File: config.mk
export PLATFORM = sky130hd
export DESIGN_NAME = ip_address_text_classifier
export DESIGN_NICKNAME = d
export VERILOG_FILES = /design/src/ipc_pkg.sv /design/src/ipc_front.sv /design/src/ipc_fifo.sv /design/src/ipc_back.sv /design/src/ip_address_text_classifier.sv
export SDC_FILE = /design/constraint.sdc
export NUM_CORES = 1
export LEC_CHECK = 0
export BUFFER_PORTS_ARGS = -buffer_cell sky130_fd_sc_hd__buf_2
export CAP_MARGIN = 20
export CORE_MARGIN = 2
export CORE_UTILIZATION = 50
export DETAILED_ROUTE_END_ITERATION = 8
export PLACE_DENSITY = 0.69
export SLEW_MARGIN = 20
export SYNTH_ARGS = -nofsm -noshare
export SYNTH_HDL_FRONTEND = slang
export SYNTH_HIERARCHICAL = 1
export SYNTH_SLANG_ARGS = --single-unit
File: constraint.sdc
create_clock -name clk -period 3.2 [get_ports clk]
set_clock_uncertainty 0.05 [all_clocks]
set_input_delay 0.48 -clock clk [delete_from_list [all_inputs] [get_ports clk]]
set_output_delay 0.48 -clock clk [all_outputs]
set_load 0.03 [all_outputs]
File: src/ipc_pkg.sv
// ----------------------------------------------------------------------------
// ipc_pkg
// Shared types and constants for the IP address text classifier.
// ----------------------------------------------------------------------------
package ipc_pkg;

    // ASCII codes the classifier recognizes
    localparam logic [7:0] CHAR_ZERO  = 8'h30;
    localparam logic [7:0] CHAR_NINE  = 8'h39;
    localparam logic [7:0] CHAR_LC_A  = 8'h61;
    localparam logic [7:0] CHAR_LC_F  = 8'h66;
    localparam logic [7:0] CHAR_UC_A  = 8'h41;
    localparam logic [7:0] CHAR_UC_F  = 8'h46;
    localparam logic [7:0] CHAR_DOT   = 8'h2E;
    localparam logic [7:0] CHAR_COLON = 8'h3A;

    // Group and separator limits
    localparam logic [1:0] DOT_MAX      = 2'd3;    // four IPv4 groups
    localparam logic [2:0] COLON_MAX    = 3'd7;    // eight IPv6 groups
    localparam logic [2:0] V4_MAX_LEN   = 3'd3;
    localparam logic [2:0] V6_MAX_LEN   = 3'd4;
    localparam logic [2:0] LEN_SAT      = 3'd7;
    localparam logic [9:0] V4_MAX_VALUE = 10'd255;
    localparam logic [9:0] VALUE_SAT    = 10'd256;

    typedef enum logic [2:0] {
        CLS_DIGIT,
        CLS_HEX,
        CLS_DOT,
        CLS_COLON,
        CLS_OTHER
    } ipc_class_t;

    typedef enum logic [1:0] {
        VERDICT_NONE = 2'd0,
        VERDICT_V4   = 2'd1,
        VERDICT_V6   = 2'd2
    } ipc_verdict_t;

    // One classified byte as it travels from front to back
    typedef struct packed {
        ipc_class_t cls;
        logic [3:0] digit;
        logic       last;
    } ipc_item_t;

endpackage

File: src/ipc_front.sv
// ----------------------------------------------------------------------------
// ipc_front
// Accepts address bytes and decodes each into a character class.
// ----------------------------------------------------------------------------
module ipc_front (
    input  logic                ch_push,
    input  logic [7:0]          ch,
    input  logic                last,
    input  logic                q_full,
    output logic                wr_en,
    output ipc_pkg::ipc_item_t  wr_item
);
    import ipc_pkg::*;

    logic [7:0] ch_offset;

    assign ch_offset = ch - CHAR_ZERO;
    assign wr_en     = ch_push && !q_full;

    always_comb
    begin
        wr_item.digit = ch_offset[3:0];
        wr_item.last  = last;
        unique case (ch) inside
            [CHAR_ZERO:CHAR_NINE]: wr_item.cls = CLS_DIGIT;
            [CHAR_LC_A:CHAR_LC_F],
            [CHAR_UC_A:CHAR_UC_F]: wr_item.cls = CLS_HEX;
            CHAR_DOT:              wr_item.cls = CLS_DOT;
            CHAR_COLON:            wr_item.cls = CLS_COLON;
            default:               wr_item.cls = CLS_OTHER;
        endcase
    end

endmodule

File: src/ipc_fifo.sv
// ----------------------------------------------------------------------------
// ipc_fifo
// Short queue of classified bytes between front and back.
// ----------------------------------------------------------------------------
module ipc_fifo #(
    parameter int DEPTH = 4
) (
    input  logic                clk,
    input  logic                rst_n,
    input  logic                wr_en,
    input  ipc_pkg::ipc_item_t  wr_item,
    input  logic                rd_en,
    output logic                q_full,
    output logic                q_valid,
    output ipc_pkg::ipc_item_t  rd_item
);
    import ipc_pkg::*;

    localparam int PTR_W = $clog2(DEPTH);
    localparam int CNT_W = $clog2(DEPTH + 1);

    ipc_item_t          mem [DEPTH];
    logic [PTR_W-1:0]   wr_ptr_reg, wr_ptr_next;
    logic [PTR_W-1:0]   rd_ptr_reg, rd_ptr_next;
    logic [CNT_W-1:0]   count_reg, count_next;
    logic               do_wr, do_rd;

    assign q_full  = (count_reg == CNT_W'(DEPTH));
    assign q_valid = (count_reg != '0);
    assign do_wr   = wr_en && !q_full;
    assign do_rd   = rd_en && q_valid;
    assign rd_item = mem[rd_ptr_reg];

    always_comb
    begin
        wr_ptr_next = wr_ptr_reg;
        rd_ptr_next = rd_ptr_reg;
        count_next  = count_reg;
        if (do_wr)
        begin
            wr_ptr_next = (wr_ptr_reg == PTR_W'(DEPTH - 1)) ? '0 : wr_ptr_reg + 1'b1;
        end
        if (do_rd)
        begin
            rd_ptr_next = (rd_ptr_reg == PTR_W'(DEPTH - 1)) ? '0 : rd_ptr_reg + 1'b1;
        end
        if (do_wr && !do_rd)
        begin
            count_next = count_reg + 1'b1;
        end
        else if (do_rd && !do_wr)
        begin
            count_next = count_reg - 1'b1;
        end
    end

    always_ff @(posedge clk or negedge rst_n)
    begin
        if (!rst_n)
        begin
            wr_ptr_reg <= '0;
            rd_ptr_reg <= '0;
            count_reg  <= '0;
        end
        else
        begin
            wr_ptr_reg <= wr_ptr_next;
            rd_ptr_reg <= rd_ptr_next;
            count_reg  <= count_next;
        end
    end

    always_ff @(posedge clk)
    begin
        if (do_wr)
        begin
            mem[wr_ptr_reg] <= wr_item;
        end
    end

    // occupancy stays in range
    a_count_bound: assert property (@(posedge clk) disable iff (!rst_n)
        count_reg <= CNT_W'(DEPTH))
        else $error("queue count above depth");

    // simultaneous write and read leaves occupancy unchanged
    a_count_hold: assert property (@(posedge clk) disable iff (!rst_n)
        (do_wr && do_rd) |=> (count_reg == $past(count_reg)))
        else $error("queue count moved on write with read");

endmodule

File: src/ipc_back.sv
// ----------------------------------------------------------------------------
// ipc_back
// Tracks group and separator state and issues the verdict on the final byte.
// ----------------------------------------------------------------------------
module ipc_back (
    input  logic                clk,
    input  logic                rst_n,
    input  logic                q_valid,
    input  ipc_pkg::ipc_item_t  rd_item,
    output logic                rd_en,
    input  logic                pop,
    output logic                empty,
    output logic [1:0]          verdict
);
    import ipc_pkg::*;

    logic        v4_reg, v4_next;
    logic        v6_reg, v6_next;
    logic [1:0]  dot_reg, dot_next;
    logic [2:0]  colon_reg, colon_next;
    logic [2:0]  len_reg, len_next;
    logic [9:0]  value_reg, value_next;
    logic        lz_reg, lz_next;
    logic        res_valid_reg, res_valid_next;
    ipc_verdict_t res_verdict_reg, res_verdict_next;
    logic [11:0] value_prod;
    logic [2:0]  len_bump;
    logic        take;

    // a final byte needs a free result slot; others always proceed
    assign take    = q_valid && (!rd_item.last || !res_valid_reg || pop);
    assign rd_en   = take;
    assign empty   = !res_valid_reg;
    assign verdict = res_verdict_reg;

    assign value_prod = 12'(value_reg) * 12'd10 + 12'(rd_item.digit);
    assign len_bump   = (len_reg == LEN_SAT) ? len_reg : len_reg + 1'b1;

    always_comb
    begin
        v4_next    = v4_reg;
        v6_next    = v6_reg;
        dot_next   = dot_reg;
        colon_next = colon_reg;
        len_next   = len_reg;
        value_next = value_reg;
        lz_next    = lz_reg;
        case (rd_item.cls)
            CLS_DIGIT:
            begin
                if (len_reg >= V4_MAX_LEN)
                    v4_next = 1'b0;
                if (len_reg != '0 && lz_reg)
                    v4_next = 1'b0;
                if (len_reg >= V6_MAX_LEN)
                    v6_next = 1'b0;
                if (len_reg == '0 && rd_item.digit == '0)
                    lz_next = 1'b1;
                if (value_prod > 12'(V4_MAX_VALUE))
                begin
                    v4_next    = 1'b0;
                    value_next = VALUE_SAT;
                end
                else
                begin
                    value_next = value_prod[9:0];
                end
                len_next = len_bump;
            end
            CLS_HEX:
            begin
                v4_next = 1'b0;
                if (len_reg >= V6_MAX_LEN)
                    v6_next = 1'b0;
                len_next = len_bump;
            end
            CLS_DOT:
            begin
                v6_next = 1'b0;
                if (len_reg == '0)
                    v4_next = 1'b0;
                if (dot_reg == DOT_MAX)
                    v4_next = 1'b0;
                else
                    dot_next = dot_reg + 1'b1;
                len_next   = '0;
                value_next = '0;
                lz_next    = 1'b0;
            end
            CLS_COLON:
            begin
                v4_next = 1'b0;
                if (len_reg == '0)
                    v6_next = 1'b0;
                if (colon_reg == COLON_MAX)
                    v6_next = 1'b0;
                else
                    colon_next = colon_reg + 1'b1;
                len_next   = '0;
                value_next = '0;
                lz_next    = 1'b0;
            end
            default:
            begin
                v4_next = 1'b0;
                v6_next = 1'b0;
            end
        endcase
    end

    // verdict from the state after the final byte
    always_comb
    begin
        res_verdict_next = VERDICT_NONE;
        if (len_next != '0)
        begin
            if (v4_next && dot_next == DOT_MAX)
                res_verdict_next = VERDICT_V4;
            else if (v6_next && colon_next == COLON_MAX)
                res_verdict_next = VERDICT_V6;
        end
        res_valid_next = res_valid_reg;
        if (take && rd_item.last)
            res_valid_next = 1'b1;
        else if (pop)
            res_valid_next = 1'b0;
    end

    always_ff @(posedge clk or negedge rst_n)
    begin
        if (!rst_n)
        begin
            v4_reg        <= 1'b1;
            v6_reg        <= 1'b1;
            dot_reg       <= '0;
            colon_reg     <= '0;
            len_reg       <= '0;
            value_reg     <= '0;
            lz_reg        <= 1'b0;
            res_valid_reg <= 1'b0;
        end
        else
        begin
            res_valid_reg <= res_valid_next;
            if (take)
            begin
                if (rd_item.last)
                begin
                    v4_reg    <= 1'b1;
                    v6_reg    <= 1'b1;
                    dot_reg   <= '0;
                    colon_reg <= '0;
                    len_reg   <= '0;
                    value_reg <= '0;
                    lz_reg    <= 1'b0;
                end
                else
                begin
                    v4_reg    <= v4_next;
                    v6_reg    <= v6_next;
                    dot_reg   <= dot_next;
                    colon_reg <= colon_next;
                    len_reg   <= len_next;
                    value_reg <= value_next;
                    lz_reg    <= lz_next;
                end
            end
        end
    end

    always_ff @(posedge clk)
    begin
        if (take && rd_item.last)
        begin
            res_verdict_reg <= res_verdict_next;
        end
    end

    // state is fresh after every final byte
    a_clear_after_last: assert property (@(posedge clk) disable iff (!rst_n)
        (take && rd_item.last) |=> (v4_reg && v6_reg && dot_reg == '0
                                    && colon_reg == '0 && len_reg == '0))
        else $error("state not cleared after final byte");

    // a ruled-out IPv4 form stays ruled out within a string
    a_v4_sticky: assert property (@(posedge clk) disable iff (!rst_n)
        (take && !rd_item.last && !v4_reg) |=> !v4_reg)
        else $error("IPv4 candidate revived mid-string");

endmodule

File: src/ip_address_text_classifier.sv
// ----------------------------------------------------------------------------
// ip_address_text_classifier
// Classifies an address string as IPv4, IPv6 or neither.
// ----------------------------------------------------------------------------
// Usage:
//   Input channel: one ASCII byte per transfer on ch, with last high on the
//   string's final byte. A transfer happens at a clock edge with push high and
//   full low.
//   Result channel: one verdict per string (0 neither, 1 IPv4, 2 IPv6), shown
//   while empty is low and taken at an edge with pop high and empty low.
//   Bytes without last produce no result.
// Timing:
//   One byte per cycle sustained while full is low. The final byte's verdict
//   is registered: the byte lands in the queue at the transfer edge, and the
//   state update loads the result register when the back end takes it.
//   The back end retires one byte per cycle; a final byte retires only when
//   the result register is free or being popped in the same cycle.
// Stall:
//   While pop is held low, non-final bytes keep flowing; a following final
//   byte waits in the queue (DEPTH entries) and full rises once it fills.
// Reset:
//   rst_n clears the queue, empties the result register and resets the
//   classification state; full is low out of reset.
// ----------------------------------------------------------------------------
module ip_address_text_classifier #(
    parameter int DEPTH = 4
) (
    input  logic       clk,
    input  logic       rst_n,
    input  logic       push,
    output logic       full,
    input  logic [7:0] ch,
    input  logic       last,
    output logic       empty,
    input  logic       pop,
    output logic [1:0] verdict
);
    import ipc_pkg::*;

    logic      wr_en;
    logic      rd_en;
    logic      q_valid;
    ipc_item_t wr_item;
    ipc_item_t rd_item;

    // front: byte decode into character class and digit value
    ipc_front u_front (
        .ch_push (push),
        .ch      (ch),
        .last    (last),
        .q_full  (full),
        .wr_en   (wr_en),
        .wr_item (wr_item)
    );

    // short queue decouples byte intake from state update
    ipc_fifo #(
        .DEPTH (DEPTH)
    ) u_fifo (
        .clk     (clk),
        .rst_n   (rst_n),
        .wr_en   (wr_en),
        .wr_item (wr_item),
        .rd_en   (rd_en),
        .q_full  (full),
        .q_valid (q_valid),
        .rd_item (rd_item)
    );

    // back: group/separator tracking and registered verdict
    ipc_back u_back (
        .clk     (clk),
        .rst_n   (rst_n),
        .q_valid (q_valid),
        .rd_item (rd_item),
        .rd_en   (rd_en),
        .pop     (pop),
        .empty   (empty),
        .verdict (verdict)
    );

endmodule

Word-level counts from Yosys, hierarchy flattened
Memory sizes are Yosys's and may differ from the RTL's. Cells that the tools add are included.

Register bits after elaboration: 31. Bits in writable memories: 32. Input port bits: 13. Output and inout bits: 4. Word-level logic and storage cells: 122. Memories kept: 1.

Add/sub/neg operators: 9. Multipliers: 1. $lt $le $gt $ge: 9. Eq/ne operators: 14. Multiplexer cells: 38. Bitwise gates (word level): 1. Reductions and logical operators: 36.

Memories: u_fifo.mem (depth 4, bits a word 8, rd ports 1, clocked after memory_dff 0, wr ports 1, RTL line ipc_fifo.sv:22) `ipc_item_t mem [DEPTH];`.

Operators by type and width (count): 2-to-1 mux 3 bit (7); 2-to-1 mux 10 bit (2); case mux 10 bit (2 select lines) (1); 2-to-1 mux 1 bit (17); equality test 8 x 6 -> 1 bit (second input constant) (2); >= comparator 8 x 7 -> 1 bit (second input constant) (2); less-or-equal comparator 8 x 7 -> 1 bit (second input constant) (2); logical AND 1 bit (14); adder 12 x 4 -> 12 bit (1); equality test 3 bit (second input constant) (4); greater-than comparator 12 x 8 -> 1 bit (second input constant) (1); 2-to-1 mux 2 bit (6); case mux 3 bit (4 select lines) (1); nonzero test 3 bit (4); multiplier 10 x 3 -> 11 bit (second input constant) (1); adder 3 x 1 -> 3 bit (second input constant) (3); equality test 2 bit (second input constant) (4); >= comparator 8 x 6 -> 1 bit (second input constant) (1); less-or-equal comparator 8 x 6 -> 1 bit (second input constant) (1); OR reduction 2 bit (4); adder 2 x 1 -> 2 bit (second input constant) (3); equality test 3 x 2 -> 1 bit (second input constant) (2); zero test 3 bit (2); case mux 1 bit (2 select lines) (3); 14 further kinds (20).

Depth between registers and ports, before layout
An unclocked memory read counts as a cell.

Depth in word-level cells: 9. Mapped depth: 14. Mapped depth without buffers: 11.

Cells and area by module
Netlist, hierarchy kept.

Modules (own cells, without submodules): ipc_back (times used 1, cells each 221, area each 2043.2 sq um, sequential area each 613.1 sq um); ipc_fifo (times used 1, cells each 79, area each 1631.6 sq um, sequential area each 1136.1 sq um); ipc_front (times used 1, cells each 22, area each 152.6 sq um, sequential area each 0.0 sq um).

Least setup slack after synthesis
No wires, ideal clock.

Kind: reg-to-reg. Start: register u_back.value_reg[1]. End: register u_back.res_verdict_reg[1] (netlist: u_back/verdict[1]) (data pin). Setup time: 0.261 ns. Arrival: 2.748 ns. Required time: 2.889 ns. Slack: 0.141 ns. Cell stages (with the launch flop): 10. Path buffers: 0. Period minus slack after synthesis: 3.059 ns. Cell sequence: dfrtp_1 ha_1 ha_1 fa_1 nand2_1 or2_4 nor4_4 mux2i_1 a2bb2oi_2 o311a_1.

Longest elaborated chain between the ends: 7.

RTL lines: start: declaration (RTL line ipc_back.sv:22) `logic [9:0] value_reg, value_next;`; start signal: assignment (RTL line ipc_back.sv:164) `value_reg <= value_next;`; multiplier 10 x 3 -> 11 bit (RTL line ipc_back.sv:36) `assign value_prod = 12'(value_reg) * 12'd10 + 12'(rd_item.digit);`; adder 12 x 4 -> 12 bit (RTL line ipc_back.sv:36); greater-than comparator 12 x 8 -> 1 bit (RTL line ipc_back.sv:59) `if (value_prod > 12'(V4_MAX_VALUE))`; 2-to-1 mux 1 bit (RTL line ipc_back.sv:59); case mux 1 bit (2 select lines) (RTL line ipc_back.sv:48) `case (rd_item.cls)`; logical AND 1 bit (RTL line ipc_back.sv:117) `if (v4_next && dot_next == DOT_MAX)`; OR reduction 2 bit (no source line); end signal: assignment (RTL line ipc_back.sv:175) `res_verdict_reg <= res_verdict_next;`; end: declaration (RTL line ipc_back.sv:25) `ipc_verdict_t res_verdict_reg, res_verdict_next;`.

No other way between the ends. A chain may end at the register's enable or synchronous reset.

Worst setup path after layout
Start: register u_back.value_reg[3]. End: register u_back.res_verdict_reg[1] (netlist: u_back/verdict[1]) (data pin).

The elaborated chain is that of the path after synthesis.

==> results.py <==
metrics = {
    "yosys": {
        "yosysSeqAreaShare_pct": 45.70,
        "synth_edf_count": 34,
        "ys.flop_type": "edfxtp_1",
        "synth_area_per_cell_sq_um": 11.89,
        "netlist_instances": 322,
        "syn_nets": 365,
        "yosysUniqueCellTypes": 72,
        "async_flop_share_pct": 46.03,
        "synth_warnings": 6,
        "ys_ff_latch": 63,
        "synthesis.area_sq_mm": 0.003827,
    },
    "clock_network": {
        "clock_sinks": 63,
        "ctsHoldBuffers": 0,
        "numCtsBuffers": 9,
        "h-tree-depth": 3,
        "tritoncts": "built",
        "clk_pin_slew_ns": 0.08,
        "clockBufferDepth": 2,
        "clock_latency_ns": 0.34,
        "cts-root-buf": "clkbuf_8",
    },
    "finish": {
        "area_growth_pct": 11.08,
        "largest_register_ffs": 32,
        "stdcell_count": 449,
        "diodes": 0,
        "drive_gt1_share_pct": 25.71,
        "final_nets": 388,
    },
    "floorplan": {
        "initial_core_util_pct": 52.21,
        "die_w_microns": 91.49,
        "die_h_microns": 91.49,
        "io_pins": 17,
        "die-area_sq_mm": 0.008370,
        "core_sq_mm": 0.007331,
        "num_rows": 31,
    },
    "sta": {
        "period_share_pct": 97.03,
        "max_freq_mhz": 322.1,
        "rsz0062_at_grt": "false",
        "slew_headroom_pct": 54.71,
        "hold_violations": 0,
        "fin_crit_ns": 3.105,
        "maxSlewViolCount": 0,
        "fin_tns_setup_ns": 0,
        "worstMarginPinSlew_ns": 0.6794,
        "finalSetupViolations": 0,
    },
    "worst_setup_path": {
        "cp_slowest_cell": "fa_2",
        "required_ns": 3.23,
        "start_kind": "flop",
        "end_kind": "flop",
        "path_class": "flop to flop",
        "cpPeakStageDelay_ns": 0.55,
        "worstPathCellList": "ha_1, ha_2, fa_2, nand2_1, or2_4, nor4_4, mux2i_1, a2bb2oi_2, o311a_1",
        "critPathArrivalTime_ns": 3.14,
        "startpoint": "u_back/value_reg[3]$_DFFE_PN0P_",
        "r2r_start": "u_back/value_reg[3]$_DFFE_PN0P_",
        "crit_fanout": 4,
    },
    "global_route": {
        "grt_start_max_net_pins": 30,
        "grt_overflow_total": 0,
        "antenna_found_initial": 0,
        "grt_pass1_vias": 2539,
        "track_usage_pct": 18.67,
        "grt_pass1_wl_microns": 12340,
    },
    "power_and_ir_drop": {
        "ir_drop_mv": 0.4017,
        "pwr-share-seq_pct": 33.7,
        "power_switching_mw": 1.426,
        "leakage_nw": 1.797,
        "swShare_pct": 38.65,
        "power_density_mw_per_mm2": 867.8,
        "p_int_mw": 2.263,
        "p_comb_share_pct": 45.8,
        "p_clk_share_pct": 20.5,
    },
    "route": {
        "viasPerCell": 5.628,
        "route.met2.wl_microns": 3504,
        "met3_length_microns": 220,
        "routed.top_layer": "met4",
        "ant_nets": 0,
        "vias": 2527,
        "dr.pass1.iters": 4,
        "wirelength_microns": 7026,
        "wl_per_cell_microns": 15.65,
        "wl_met1_microns": 3255,
        "drt-initial-drc-count": 115,
        "drc": 0,
    },
    "placement": {
        "post-place-cells": 432,
        "dpl.hpwl_microns": 5124,
        "gp_congestion": 0.8074,
        "io_buffers": 16,
    },
    "run_status": {
        "status": "finished clean",
    },
    "run": {
        "max-cap-violations": 0,
    },
    "hold_path": {
        "hold_path_class": "input pin to asynchronous set/reset pin",
    },
}
through the flow:
stage	setup slack, ns	power [mW]	area [sq um]	hold WS [ns]	util, %
2_1_floorplan	0.1414	2.514	3827	0.1344	-
3_3_place_gp	0.1088	2.888	4010	0.4244	54.70
3_5_place_dp	0.03253	2.929	4010	0.4361	54.70
4_1_cts	0.004673	3.712	4230	0.1423	57.71
5_1_grt	0.008606	3.976	4252	0.1693	58.00
6_report	0.09514	3.690	4252	0.1258	58.00
routing by layer:
layer  GRT usage, %  vias up
met3          5.643        4
met2          31.56       39
met5              0        -
li1               -     1237
met4          4.924        0
met1          23.26     1247
kinds of logic after synthesis:
family                   Yosys count  synth area share (%)
AO/OA/AOI/OAI                     73                 14.42
buffers and inverters             31                 3.988
adder cells (fa/ha/maj)           30                 10.40
AND/OR/NAND/NOR                  100                 16.12
flip-flops                        63                 45.70
multiplexers                      15                 7.094
XOR/XNOR                          10                 2.288
worst paths after layout:
check | to | slack [ns] | depth (start not counted)
max | u_back/verdict[1]$_SDFFCE_PP0P_ | 0.1 | 9
min | u_back/colon_reg[2]$_DFFE_PN0P_ | 0.13 | 1
max reg2reg | u_back/verdict[1]$_SDFFCE_PP0P_ | 0.1 | 9
min reg2reg | u_fifo/count_reg[2]$_DFFE_PN0P_ | 0.44 | 1
max in group asynchronous | u_fifo/count_reg[1]$_DFFE_PN0P_ | 2.53 | 1
min in group clk | u_back/res_valid_reg$_DFFE_PN0P_ | 0.28 | 2
synth_stat cells (3+ instances only):
cell      number  area [sq um]
a21o_1         5         37.54
a21oi_1       19         95.09
a31oi_1        3         18.77
and2_2         4         30.03
and3b_1        3         26.28
buf_4          5         37.54
clkbuf_1       4         15.01
dfrtp_1       27         675.7
edfxtp_1      34          1021
fa_1           3         60.06
ha_1          27         337.8
inv_1         17         63.81
mux2_4         4         60.06
mux4_2         8         180.2
nand2_1       19         71.32
nand2b_1       3         18.77
nand3_1        8         40.04
nand3b_1       3         22.52
nor2_1        21         78.83
nor2b_1        5         31.28
nor3_1         7         35.03
o211ai_1       4         30.03
o21ai_0       11         55.05
o22ai_1        3         18.77
o31ai_2        7         87.58
or3_1          3         18.77
xnor2_1        6         52.55
xor2_1         4         35.03
critical path, delay by kind of cell, from the launching register on:
kind	cells	cell delay, ns
mux	1	0.29
flops	1	0.40
compound gates	2	0.46
fa+ha+maj	3	1.06
simple gates	3	0.60
cells in the final DEF (no fill, tap or decap), types with 9 or more instances in the layout:
cell type	synthesis	routed
nor2_1	21	21
a21oi_1	19	18
inv_1	17	17
o21ai_0	11	11
ha_1	27	26
dfrtp_1	27	27
buf_2	2	16
clkbuf_8	0	9
nand2_1	19	19
edfxtp_1	34	34
buf_4	5	10
layout make-up:
cell class	count	area, sq um
multi-input cells	228	1939
flip-flops and latches	63	1749
clock buffers	9	123.9
clock inverters	7	96.34
repair buffers	26	155.1
well taps	99	123.9
fillers	611	3079
inverters	17	63.81
power by group through the flow:
stage / Clock [mW] / Combinational (mW) / Sequential [mW]
after floorplan: 0 / 1.27 / 1.24
after global placement: 0 / 1.63 / 1.25
after detailed placement: 0 / 1.67 / 1.26
after CTS: 0.780 / 1.68 / 1.25
after global routing: 0.816 / 1.89 / 1.27
final: 0.756 / 1.69 / 1.24
repair_timing:
item,4_1_cts,5_1_grt
gates resized for setup,0,4
buffers inserted,0,1
setup endpoints to repair,0,12
endpoints found under the hold margin,0,0
Note: power is estimated with default switching activity, not from simulation.
